`config.mk`:
```
export PLATFORM = sky130hd
export DESIGN_NAME = sorted_tick_list_engine_unit_flat
export DESIGN_NICKNAME = d
export VERILOG_FILES = /design/src/design/stl_pkg.sv /design/src/design/stl_cmd_if.sv /design/src/design/stl_rsp_if.sv /design/src/design/stl_ctrl.sv /design/src/design/stl_dp.sv /design/src/design/sorted_tick_list_engine_unit.sv /design/src/flat_wrapper.sv
export SDC_FILE = /design/constraint.sdc
export NUM_CORES = 1
export LEC_CHECK = 0
export BUFFER_PORTS_ARGS = -buffer_cell sky130_fd_sc_hd__buf_2
export CAP_MARGIN = 0
export CELL_PAD_IN_SITES_DETAIL_PLACEMENT = 0
export CELL_PAD_IN_SITES_GLOBAL_PLACEMENT = 1
export CORE_AREA = 5 5 294 296
export DETAILED_ROUTE_END_ITERATION = 8
export DIE_AREA = 0 0 299 301
export GPL_TIMING_DRIVEN = 1
export PLACE_DENSITY_LB_ADDON = 0.1
export SYNTH_ARGS = -nofsm -noshare
export SYNTH_HDL_FRONTEND = slang
export SYNTH_SLANG_ARGS = --single-unit
```
`constraint.sdc`:
```
create_clock -name clk_i -period 4.85 [get_ports clk_i]
set_clock_uncertainty 0.1 [all_clocks]
set_input_delay 0.485 -clock clk_i [delete_from_list [all_inputs] [get_ports clk_i]]
set_output_delay 0.485 -clock clk_i [all_outputs]
set_load 0.03 [all_outputs]
```
`src/design/stl_pkg.sv`:
```
// Shared types and constants for the sorted tick list engine.
package stl_pkg;

  localparam int CMD_W   = 2;
  localparam int ID_W    = 4;
  localparam int VALUE_W = 32;
  localparam int COUNT_W = 5;
  localparam int HEAD_W  = 5;
  localparam int ERR_W   = 2;

  typedef enum logic [CMD_W-1:0] {
    CMD_CLEAR         = 2'd0,
    CMD_INSERT_SORTED = 2'd1,
    CMD_INSERT_END    = 2'd2,
    CMD_REMOVE        = 2'd3
  } cmd_e;

  typedef enum logic [ERR_W-1:0] {
    ERR_OK     = 2'd0,
    ERR_LISTED = 2'd1,
    ERR_ABSENT = 2'd2
  } err_e;

  typedef enum logic [3:0] {
    ST_IDLE,
    ST_DECODE,
    ST_WALK,
    ST_LINK1,
    ST_LINK2,
    ST_UNLINK,
    ST_HEAD,
    ST_HVAL
  } state_e;

  // Address driven onto the shared link/value memory read port
  typedef enum logic [1:0] {
    RD_ID,
    RD_HEAD,
    RD_NEXT
  } rd_sel_e;

  typedef struct packed {
    logic    in_ready;
    logic    clear;
    logic    set_err;
    err_e    err;
    logic    wr_value;
    rd_sel_e rd_sel;
    logic    start_end;
    logic    start_sorted;
    logic    walk_adv;
    logic    link1;
    logic    link2;
    logic    unlink;
    logic    out_load;
  } stl_ctrl_t;

  typedef struct packed {
    logic in_valid;
    cmd_e cmd;
    logic id_ok;
    logic listed;
    logic val_max;
    logic head_empty;
    logic walk_stop;
    logic next_sent;
    logic out_free;
  } stl_stat_t;

endpackage

```
`src/design/stl_cmd_if.sv`:
```
// Command channel: valid/ready handshake carrying one command word.
interface stl_cmd_if import stl_pkg::*; ();
  logic               valid;
  logic               ready;
  logic [CMD_W-1:0]   command;
  logic [ID_W-1:0]    item_id;
  logic [VALUE_W-1:0] item_value;

  modport source (output valid, output command, output item_id, output item_value,
                  input ready);
  modport sink   (input valid, input command, input item_id, input item_value,
                  output ready);
endinterface

```
`src/design/stl_rsp_if.sv`:
```
// Response channel: valid/ready handshake carrying one status word.
interface stl_rsp_if import stl_pkg::*; ();
  logic               valid;
  logic               ready;
  logic [COUNT_W-1:0] item_count;
  logic [HEAD_W-1:0]  head_item;
  logic [VALUE_W-1:0] head_value;
  logic [ERR_W-1:0]   error_code;

  modport source (output valid, output item_count, output head_item, output head_value,
                  output error_code, input ready);
  modport sink   (input valid, input item_count, input head_item, input head_value,
                  input error_code, output ready);
endinterface

```
`src/design/stl_ctrl.sv`:
```
// Command sequencer for the sorted tick list engine.
module stl_ctrl import stl_pkg::*; (
  input  logic      clk_i,
  input  logic      rst_ni,
  input  stl_stat_t stat_i,
  output stl_ctrl_t ctrl_o
);

  state_e state_q, state_d;

  always_ff @(posedge clk_i or negedge rst_ni) begin
    if (!rst_ni) begin
      state_q <= ST_IDLE;
    end else begin
      state_q <= state_d;
    end
  end

  always_comb begin
    state_d = state_q;
    ctrl_o  = '{err: ERR_OK, rd_sel: RD_HEAD, default: 1'b0};

    unique case (state_q)
      ST_IDLE: begin
        ctrl_o.in_ready = 1'b1;
        if (stat_i.in_valid) begin
          state_d = ST_DECODE;
        end
      end

      ST_DECODE: begin
        ctrl_o.set_err = 1'b1;
        unique case (stat_i.cmd)
          CMD_CLEAR: begin
            ctrl_o.clear = 1'b1;
            state_d      = ST_HEAD;
          end
          CMD_REMOVE: begin
            // links of the slot come back next cycle
            ctrl_o.rd_sel = RD_ID;
            if (!stat_i.listed) begin
              ctrl_o.err = ERR_ABSENT;
              state_d    = ST_HEAD;
            end else begin
              state_d = ST_UNLINK;
            end
          end
          CMD_INSERT_SORTED, CMD_INSERT_END: begin
            if (!stat_i.id_ok) begin
              ctrl_o.err = ERR_ABSENT;
              state_d    = ST_HEAD;
            end else if (stat_i.listed) begin
              ctrl_o.err = ERR_LISTED;
              state_d    = ST_HEAD;
            end else begin
              ctrl_o.wr_value = 1'b1;
              if (stat_i.cmd == CMD_INSERT_END || stat_i.val_max) begin
                ctrl_o.start_end = 1'b1;
                state_d          = ST_LINK1;
              end else begin
                ctrl_o.start_sorted = 1'b1;
                ctrl_o.rd_sel       = RD_HEAD;
                state_d             = stat_i.head_empty ? ST_LINK1 : ST_WALK;
              end
            end
          end
          default: state_d = ST_HEAD;
        endcase
      end

      ST_WALK: begin
        // one list node per cycle; stop at first larger value or the sentinel
        if (stat_i.walk_stop) begin
          state_d = ST_LINK1;
        end else begin
          ctrl_o.walk_adv = 1'b1;
          ctrl_o.rd_sel   = RD_NEXT;
          if (stat_i.next_sent) begin
            state_d = ST_LINK1;
          end
        end
      end

      ST_LINK1: begin
        ctrl_o.link1 = 1'b1;
        state_d      = ST_LINK2;
      end

      ST_LINK2: begin
        ctrl_o.link2 = 1'b1;
        state_d      = ST_HEAD;
      end

      ST_UNLINK: begin
        ctrl_o.unlink = 1'b1;
        state_d       = ST_HEAD;
      end

      ST_HEAD: begin
        ctrl_o.rd_sel = RD_HEAD;
        state_d       = ST_HVAL;
      end

      ST_HVAL: begin
        ctrl_o.rd_sel = RD_HEAD;
        if (stat_i.out_free) begin
          ctrl_o.out_load = 1'b1;
          state_d         = ST_IDLE;
        end
      end

      default: state_d = ST_IDLE;
    endcase
  end

endmodule

```
`src/design/stl_dp.sv`:
```
// List storage, link memories, walk registers and response register.
module stl_dp import stl_pkg::*; #(
  parameter int MAX_ITEMS  = 16,
  parameter int VALUE_BITS = 32
) (
  input  logic       clk_i,
  input  logic       rst_ni,
  stl_cmd_if.sink    cmd_i,
  stl_rsp_if.source  rsp_o,
  input  stl_ctrl_t  ctrl_i,
  output stl_stat_t  stat_o
);

  localparam int IW = (MAX_ITEMS > 1) ? $clog2(MAX_ITEMS) : 1;
  localparam int LW = $clog2(MAX_ITEMS + 1);
  localparam int CW = $clog2(MAX_ITEMS + 1);
  localparam logic [LW-1:0] SENT = LW'(MAX_ITEMS);

  // command word
  cmd_e                  cmd_q;
  logic [ID_W-1:0]       id_q;
  logic [VALUE_BITS-1:0] val_q;

  // list state; sentinel links live in head/tail registers
  logic [LW-1:0]        head_q, head_d;
  logic [LW-1:0]        tail_q, tail_d;
  logic [CW-1:0]        count_q, count_d;
  logic [MAX_ITEMS-1:0] in_list_q, in_list_d;

  // walk registers: insert goes between pos and cur
  logic [LW-1:0] pos_q, pos_d;
  logic [LW-1:0] cur_q, cur_d;
  err_e          err_q;

  logic [LW-1:0] next_mem  [MAX_ITEMS];
  logic [LW-1:0] prev_mem  [MAX_ITEMS];
  logic [VALUE_BITS-1:0] value_mem [MAX_ITEMS];

  logic [LW-1:0]         next_rd_q, prev_rd_q;
  logic [VALUE_BITS-1:0] value_rd_q;

  logic [LW-1:0]         rd_addr;
  logic                  next_we, prev_we;
  logic [LW-1:0]         next_wa, next_wd, prev_wa, prev_wd;
  logic [LW-1:0]         id_link;
  logic [IW-1:0]         id_idx;
  logic                  id_ok;
  logic                  in_fire;

  // response register
  logic               out_valid_q;
  logic [COUNT_W-1:0] out_count_q;
  logic [HEAD_W-1:0]  out_head_q;
  logic [VALUE_W-1:0] out_value_q;
  err_e               out_err_q;

  assign in_fire = cmd_i.valid && ctrl_i.in_ready;
  assign cmd_i.ready = ctrl_i.in_ready;

  assign id_ok   = 32'(id_q) < 32'(MAX_ITEMS);
  assign id_link = LW'(id_q);
  assign id_idx  = IW'(id_q);

  always_ff @(posedge clk_i) begin
    if (in_fire) begin
      cmd_q <= cmd_e'(cmd_i.command);
      id_q  <= cmd_i.item_id;
      val_q <= VALUE_BITS'(cmd_i.item_value);
    end
  end

  assign stat_o.in_valid   = cmd_i.valid;
  assign stat_o.cmd        = cmd_q;
  assign stat_o.id_ok      = id_ok;
  assign stat_o.listed     = id_ok && in_list_q[id_idx];
  assign stat_o.val_max    = &val_q;
  assign stat_o.head_empty = (head_q == SENT);
  assign stat_o.walk_stop  = (value_rd_q > val_q);
  assign stat_o.next_sent  = (next_rd_q == SENT);
  assign stat_o.out_free   = !out_valid_q || rsp_o.ready;

  always_comb begin
    unique case (ctrl_i.rd_sel)
      RD_ID:   rd_addr = id_link;
      RD_NEXT: rd_addr = next_rd_q;
      default: rd_addr = head_q;
    endcase
  end

  // memory write ports
  always_comb begin
    next_we = 1'b0;
    next_wa = id_link;
    next_wd = cur_q;
    prev_we = 1'b0;
    prev_wa = id_link;
    prev_wd = pos_q;
    if (ctrl_i.link1) begin
      next_we = 1'b1;
      prev_we = 1'b1;
    end else if (ctrl_i.link2) begin
      next_we = (pos_q != SENT);
      next_wa = pos_q;
      next_wd = id_link;
      prev_we = (cur_q != SENT);
      prev_wa = cur_q;
      prev_wd = id_link;
    end else if (ctrl_i.unlink) begin
      next_we = (prev_rd_q != SENT);
      next_wa = prev_rd_q;
      next_wd = next_rd_q;
      prev_we = (next_rd_q != SENT);
      prev_wa = next_rd_q;
      prev_wd = prev_rd_q;
    end
  end

  always_ff @(posedge clk_i) begin
    if (next_we) begin
      next_mem[next_wa[IW-1:0]] <= next_wd;
    end
    if (prev_we) begin
      prev_mem[prev_wa[IW-1:0]] <= prev_wd;
    end
    if (ctrl_i.wr_value) begin
      value_mem[id_idx] <= val_q;
    end
    next_rd_q  <= next_mem[rd_addr[IW-1:0]];
    prev_rd_q  <= prev_mem[rd_addr[IW-1:0]];
    value_rd_q <= value_mem[rd_addr[IW-1:0]];
  end

  always_comb begin
    head_d    = head_q;
    tail_d    = tail_q;
    count_d   = count_q;
    in_list_d = in_list_q;
    pos_d     = pos_q;
    cur_d     = cur_q;
    if (ctrl_i.clear) begin
      head_d    = SENT;
      tail_d    = SENT;
      count_d   = '0;
      in_list_d = '0;
    end
    if (ctrl_i.start_end) begin
      pos_d = tail_q;
      cur_d = SENT;
    end
    if (ctrl_i.start_sorted) begin
      pos_d = SENT;
      cur_d = head_q;
    end
    if (ctrl_i.walk_adv) begin
      pos_d = cur_q;
      cur_d = next_rd_q;
    end
    if (ctrl_i.link2) begin
      // count moves together with head/tail
      if (pos_q == SENT) head_d = id_link;
      if (cur_q == SENT) tail_d = id_link;
      in_list_d[id_idx] = 1'b1;
      count_d           = count_q + CW'(1);
    end
    if (ctrl_i.unlink) begin
      if (prev_rd_q == SENT) head_d = next_rd_q;
      if (next_rd_q == SENT) tail_d = prev_rd_q;
      in_list_d[id_idx] = 1'b0;
      count_d           = count_q - CW'(1);
    end
  end

  always_ff @(posedge clk_i or negedge rst_ni) begin
    if (!rst_ni) begin
      head_q    <= SENT;
      tail_q    <= SENT;
      count_q   <= '0;
      in_list_q <= '0;
    end else begin
      head_q    <= head_d;
      tail_q    <= tail_d;
      count_q   <= count_d;
      in_list_q <= in_list_d;
    end
  end

  always_ff @(posedge clk_i) begin
    pos_q <= pos_d;
    cur_q <= cur_d;
    if (ctrl_i.set_err) begin
      err_q <= ctrl_i.err;
    end
  end

  always_ff @(posedge clk_i or negedge rst_ni) begin
    if (!rst_ni) begin
      out_valid_q <= 1'b0;
    end else if (ctrl_i.out_load) begin
      out_valid_q <= 1'b1;
    end else if (rsp_o.ready) begin
      out_valid_q <= 1'b0;
    end
  end

  always_ff @(posedge clk_i) begin
    if (ctrl_i.out_load) begin
      out_count_q <= COUNT_W'(count_q);
      out_head_q  <= HEAD_W'(head_q);
      out_value_q <= (head_q == SENT) ? VALUE_W'({VALUE_BITS{1'b1}}) : VALUE_W'(value_rd_q);
      out_err_q   <= err_q;
    end
  end

  assign rsp_o.valid      = out_valid_q;
  assign rsp_o.item_count = out_count_q;
  assign rsp_o.head_item  = out_head_q;
  assign rsp_o.head_value = out_value_q;
  assign rsp_o.error_code = out_err_q;

  a_count_matches_flags: assert property (@(posedge clk_i) disable iff (!rst_ni)
    count_q == CW'($countones(in_list_q)))
    else $error("item count differs from listed slots");

  a_empty_head: assert property (@(posedge clk_i) disable iff (!rst_ni)
    (head_q == SENT) == (count_q == '0))
    else $error("head and item count disagree on empty list");

  a_empty_tail: assert property (@(posedge clk_i) disable iff (!rst_ni)
    (tail_q == SENT) == (head_q == SENT))
    else $error("head and tail disagree on empty list");

  a_load_shows: assert property (@(posedge clk_i) disable iff (!rst_ni)
    ctrl_i.out_load |=> out_valid_q)
    else $error("loaded response not presented");

endmodule

```
`src/design/sorted_tick_list_engine_unit.sv`:
```
// Sorted tick list engine: one doubly linked list of MAX_ITEMS slots around a sentinel.
// Each command word (clear, sorted insert, insert at tail, remove) returns one response
// word with item count, head slot, head value and error code. Clear and rejected commands
// go straight to the head read; remove passes through the unlink state, a tail insert
// through the LINK1 and LINK2 states, and a sorted insert first walks past each listed node
// whose value is not larger, stopping in front of a larger value or at the sentinel. The walk
// reads one node per cycle through the single read port of the link and value memories.
// The response sits in an output register, so the next command is accepted while an
// earlier response still waits; a second response holds the block until the first is
// taken. No clearing pass is needed after reset.
module sorted_tick_list_engine_unit import stl_pkg::*; #(
  parameter int MAX_ITEMS  = 16,
  parameter int VALUE_BITS = 32
) (
  input  logic      clk_i,
  input  logic      rst_ni,
  stl_cmd_if.sink   cmd_i,
  stl_rsp_if.source rsp_o
);

  stl_ctrl_t ctrl;
  stl_stat_t stat;

  stl_ctrl u_ctrl (
    .clk_i  (clk_i),
    .rst_ni (rst_ni),
    .stat_i (stat),
    .ctrl_o (ctrl)
  );

  stl_dp #(
    .MAX_ITEMS  (MAX_ITEMS),
    .VALUE_BITS (VALUE_BITS)
  ) u_dp (
    .clk_i  (clk_i),
    .rst_ni (rst_ni),
    .cmd_i  (cmd_i),
    .rsp_o  (rsp_o),
    .ctrl_i (ctrl),
    .stat_o (stat)
  );

endmodule

```
`src/flat_wrapper.sv`:
```
// flat-port wrapper written by rule: the top's interface ports become plain ports
module sorted_tick_list_engine_unit_flat import stl_pkg::*;
#(
  parameter int MAX_ITEMS  = 16,
  parameter int VALUE_BITS = 32
)
  (clk_i, rst_ni, cmd_i_valid, cmd_i_command, cmd_i_item_id, cmd_i_item_value, cmd_i_ready, rsp_o_valid, rsp_o_item_count, rsp_o_head_item, rsp_o_head_value, rsp_o_error_code, rsp_o_ready);
  stl_cmd_if cmd_i_i ();
  stl_rsp_if rsp_o_i ();
  input  logic clk_i;
  input  logic rst_ni;
  input wire logic [$bits(cmd_i_i.valid)-1:0] cmd_i_valid;
  input wire logic [$bits(cmd_i_i.command)-1:0] cmd_i_command;
  input wire logic [$bits(cmd_i_i.item_id)-1:0] cmd_i_item_id;
  input wire logic [$bits(cmd_i_i.item_value)-1:0] cmd_i_item_value;
  output wire logic [$bits(cmd_i_i.ready)-1:0] cmd_i_ready;
  output wire logic [$bits(rsp_o_i.valid)-1:0] rsp_o_valid;
  output wire logic [$bits(rsp_o_i.item_count)-1:0] rsp_o_item_count;
  output wire logic [$bits(rsp_o_i.head_item)-1:0] rsp_o_head_item;
  output wire logic [$bits(rsp_o_i.head_value)-1:0] rsp_o_head_value;
  output wire logic [$bits(rsp_o_i.error_code)-1:0] rsp_o_error_code;
  input wire logic [$bits(rsp_o_i.ready)-1:0] rsp_o_ready;
  assign cmd_i_i.valid = cmd_i_valid;
  assign cmd_i_i.command = cmd_i_command;
  assign cmd_i_i.item_id = cmd_i_item_id;
  assign cmd_i_i.item_value = cmd_i_item_value;
  assign cmd_i_ready = cmd_i_i.ready;
  assign rsp_o_valid = rsp_o_i.valid;
  assign rsp_o_item_count = rsp_o_i.item_count;
  assign rsp_o_head_item = rsp_o_i.head_item;
  assign rsp_o_head_value = rsp_o_i.head_value;
  assign rsp_o_error_code = rsp_o_i.error_code;
  assign rsp_o_i.ready = rsp_o_ready;
  sorted_tick_list_engine_unit #(.MAX_ITEMS(MAX_ITEMS), .VALUE_BITS(VALUE_BITS)) u_core (.clk_i(clk_i), .rst_ni(rst_ni), .cmd_i(cmd_i_i), .rsp_o(rsp_o_i));
endmodule
```
==> impl_results.md <==
* FMAX at between 200 and 250 MHz
* Fin crit share at 0.934
* Post-synth EDFFs at 766
* Fraction of layout cells with a size suffix above 1 at 0.160
* GRT Total Usage at 0.196
* Chip width at 299 µm
* Cells after synthesis at between 2000 and 2500
* VDD IR-drop max at approximately 0.0004 V
* WP buf/inv at 4
* CP max-delay cell: or4_1
* Initial Utilization at 0.398
* Residual DRC at 0
* Largest family of logic cells by synthesized area: multiplexers
* CP Capture Type: register
* Final cell count without fillers at 3418
* RD Place Congestion at approximately 0.8
* Post-route setup slack at roughly 0.32 ns
* Post-synthesis xor/xnor area fraction at 0.000264
* First-pass GRT wire length at 130000 µm
* Lkg Pwr at between 10 and 15 nW
* H-Tree Depth at 3
* Post-Place Cells at 3205
* Site Rows at 106
* Most common cell after layout, fill and taps aside: edfxtp_1
* Rel. slew slack at 0.306
* Maxcap violations at 0
* Detailed-route vias per instance at 5.40
* RSZ-0062 raised after global routing: false
* Clk sink count at 843
* Post-synthesis adder-cell area fraction at 0.0143
* CP required at 5.28 ns
* Antenna-violating nets left at 0
* Area delta synth->final at 18.7%
* Via count at approximately 18000
* Post-DP HPWL at about 52000 µm
* Fin. max-slew vios at 0
* CP cell instances: inv_1 > ha_1 > nand4_1 > nor4_1 > buf_4 > and3_1 > a31oi_1 > or3_1 > mux2i_4 > buf_12 > buf_12 > mux2i_1 > o22ai_1 > or4_1
* Post-DP Area at 35900 µm²
* Synthesized Nets at 2106
* DRT iter0 DRCs at approximately 1500
* Port bufs at 87
* TritonCTS clock tree: built
* Synth Flop Type: edfxtp_1
* Synth Area in Compound Gates at 0.0553
* Status: completed
* Synth Area in Simple Gates at 0.0536
* Crit path launch type: register
* Most Crowded Layer GR: met2
* Die footprint at ~90000 µm²
* Die Ht at about 300 µm
* Final wirelength at just under 90000 µm
* Post-Syn Area per Cell at about 16 µm²
* Grt ovf at 0
* Largest net degree at the start of global routing at 59
* Synth Register Bits at 843
* DR WL/cell at 26.2 µm
* Mapped Area at ~33000 µm²
* Antenna violations before repair at 0
* Power density cells at approximately 600 nW/µm²
* Critical path class: register to register
* Final Instance Area at 39400 µm²
* Most used cell, CP: buf_12
* GRT met2 Usage at 0.312
* Seq/Total Area, Yosys at 0.746
* Least-Margin Pin Slew at about 1.0 ns
* IO Count at just under 90
* Final hold violation count at 0
* Post-synth cell types at between 50 and 60
* Ys async rst share at 0.0415
* Layout filler cell count at 7160
* YS warnings at 0
* HP Class: register to register
* Clk slew on worst S/H paths at 0.06 ns
* Fin crit period at 4.53 ns
* Vias in the first global route at 18800
* Crit-path leading delay family: simple AND/OR/NAND/NOR gates
* Utilization after layout at 0.472
* Core ar. at 83300 µm²
* Final net count at approximately 2300
* CP max FO at 26
* Met1 Use GR at 0.286
* CTS root buf: clkbuf_16
* Mux cell area share after synthesis at 0.109
* Setup TNS at 0 ns
* Routing usage on met3 at 0.0291
* Clk_lat worst skew at 0.66 ns
* Pre-Repair DR Iteration Count at 5
* Commonest cells after routing, fill and taps aside: edfxtp_1 (766), mux2i_1 (344), o22ai_1 (168), clkbuf_16 (92), buf_2 (87)
* CP peak stage delay at roughly 0.50 ns
* TritonCTS buffer count at 91
* CTS Buffer Depth at 3
* Place WS at 0.272 ns
* Critical Path AT at 4.96 ns
* Setup violators final at 0
## registers in the layout, indices dropped and copies added, names as in the netlist, 3 cells and up
| signal | count |
|---|---|
| u_core.u_ctrl.state_q | 3 |
| u_core.u_dp.count_q | 5 |
| u_core.u_dp.cur_q | 5 |
| u_core.u_dp.head_q | 5 |
| u_core.u_dp.id_idx | 4 |
| u_core.u_dp.in_list_q | 16 |
| u_core.u_dp.next_mem | 80 |
| u_core.u_dp.next_rd_q | 5 |
| u_core.u_dp.pos_q | 5 |
| u_core.u_dp.prev_mem | 80 |
| u_core.u_dp.prev_rd_q | 5 |
| u_core.u_dp.rsp_o.head_item | 5 |
| u_core.u_dp.rsp_o.head_value | 32 |
| u_core.u_dp.rsp_o.item_count | 5 |
| u_core.u_dp.tail_q | 5 |
| u_core.u_dp.val_q | 32 |
| u_core.u_dp.value_mem | 512 |
| u_core.u_dp.value_rd_q | 32 |
## logic make-up after synthesis
family	after synthesis
flops	843
mux	353
simple gates	344
compound gates	296
buf+inv	151
fa+ha+maj	38
xor+xnor	1
## Yosys cell counts, types with 8 or more instances
cell	instances	area share
nand4_1	15	0.0028
nand3_1	21	0.0032
buf_4	11	0.0025
inv_1	48	0.0054
nor2b_1	13	0.0025
buf_6	9	0.0031
buf_2	41	0.0062
o31ai_1	8	0.0018
o21ai_0	34	0.0051
o22ai_1	168	0.032
or4_1	42	0.0095
nand2_1	79	0.0089
dfrtp_1	33	0.025
a21oi_1	46	0.0069
clkbuf_1	37	0.0042
edfxtp_1	766	0.69
nor2_1	85	0.0096
nand2b_1	45	0.0085
ha_1	38	0.014
dfxtp_1	42	0.025
nor3_1	12	0.0018
mux2i_1	345	0.10
or3_1	8	0.0015
## worst paths after layout
check	startpoint	end	slack [ns]	cells after the start
max in group asynchronous	rst_ni	u_core.u_dp.head_q[3]$_DFF_PN0_	3.74	2
worst min-delay path	u_core.u_dp.err_q[1]$_SDFFCE_PN0P_	u_core.u_dp.rsp_o.error_code[1]$_DFFE_PP_	0.34	0
worst max-delay path	u_core.u_dp.val_q[26]$_DFFE_PP_	u_core.u_dp.prev_rd_q[3]$_DFF_P_	0.32	14
min in group asynchronous	rst_ni	u_core.u_dp.count_q[1]$_DFFE_PN0P_	0.37	2
worst max register to register	u_core.u_dp.val_q[26]$_DFFE_PP_	u_core.u_dp.prev_rd_q[3]$_DFF_P_	0.32	14
worst min register to register	u_core.u_dp.err_q[1]$_SDFFCE_PN0P_	u_core.u_dp.rsp_o.error_code[1]$_DFFE_PP_	0.34	0
## area by class of cell
type	count	area (µm²)	area share
multi-input combinational	1032	7870	0.200
clock inverter	46	527	0.0134
timing repair buffer	241	2200	0.0560
sequential	843	24700	0.628
clock buffer	126	2490	0.0633
tap	1080	1350	0.0343
inverter	49	184	0.00467
antenna	1	2.50	0.0000636
## power by group
part | total, W | switching (W) | internal, W | leakage [nW]
sequential | 0.00952 | 0.000456 | 0.00907 | 7.70
combinational | 0.00734 | 0.00449 | 0.00284 | 4.30
clock | 0.00693 | 0.00284 | 0.00409 | 1.46
total | 0.0238 | 0.00779 | 0.0160 | 13.5
## worst register-to-register path, stage by stage (launching register included)
cell and delay, ns:
edfxtp_1 0.37, inv_1 0.05, ha_1 0.29, nand4_1 0.32
nor4_1 0.48, buf_4 0.21, and3_1 0.22, a31oi_1 0.09
or3_1 0.45, mux2i_4 0.34, buf_12 0.25, buf_12 0.25
mux2i_1 0.38, o22ai_1 0.12, or4_1 0.50
## metrics by stage
stage / total power (W) / hold slack (ns)
CTS: 0.0241 / 0.359
global placement: 0.0170 / 0.360
floorplan: 0.0142 / 0.0894
finish: 0.0238 / 0.344
detailed placement: 0.0171 / 0.347
global route: 0.0249 / 0.366
## what timing repair did
action | in CTS | in global routing
gates resized for setup | 0 | 0
hold endpoints to repair | 72 | 0
setup buffers | 0 | 0
hold buffers | 40 | 0
## per-layer routing
| layer | share of wire | up-vias |
|---|---|---|
| met2 | 0.47 | 456 |
| met3 | 0.044 | 138 |
| li1 | - | 8411 |
| met5 | 0 | - |
| met4 | 0.024 | 0 |
| met1 | 0.46 | 9469 |
(Power assumes the default switching activity.)
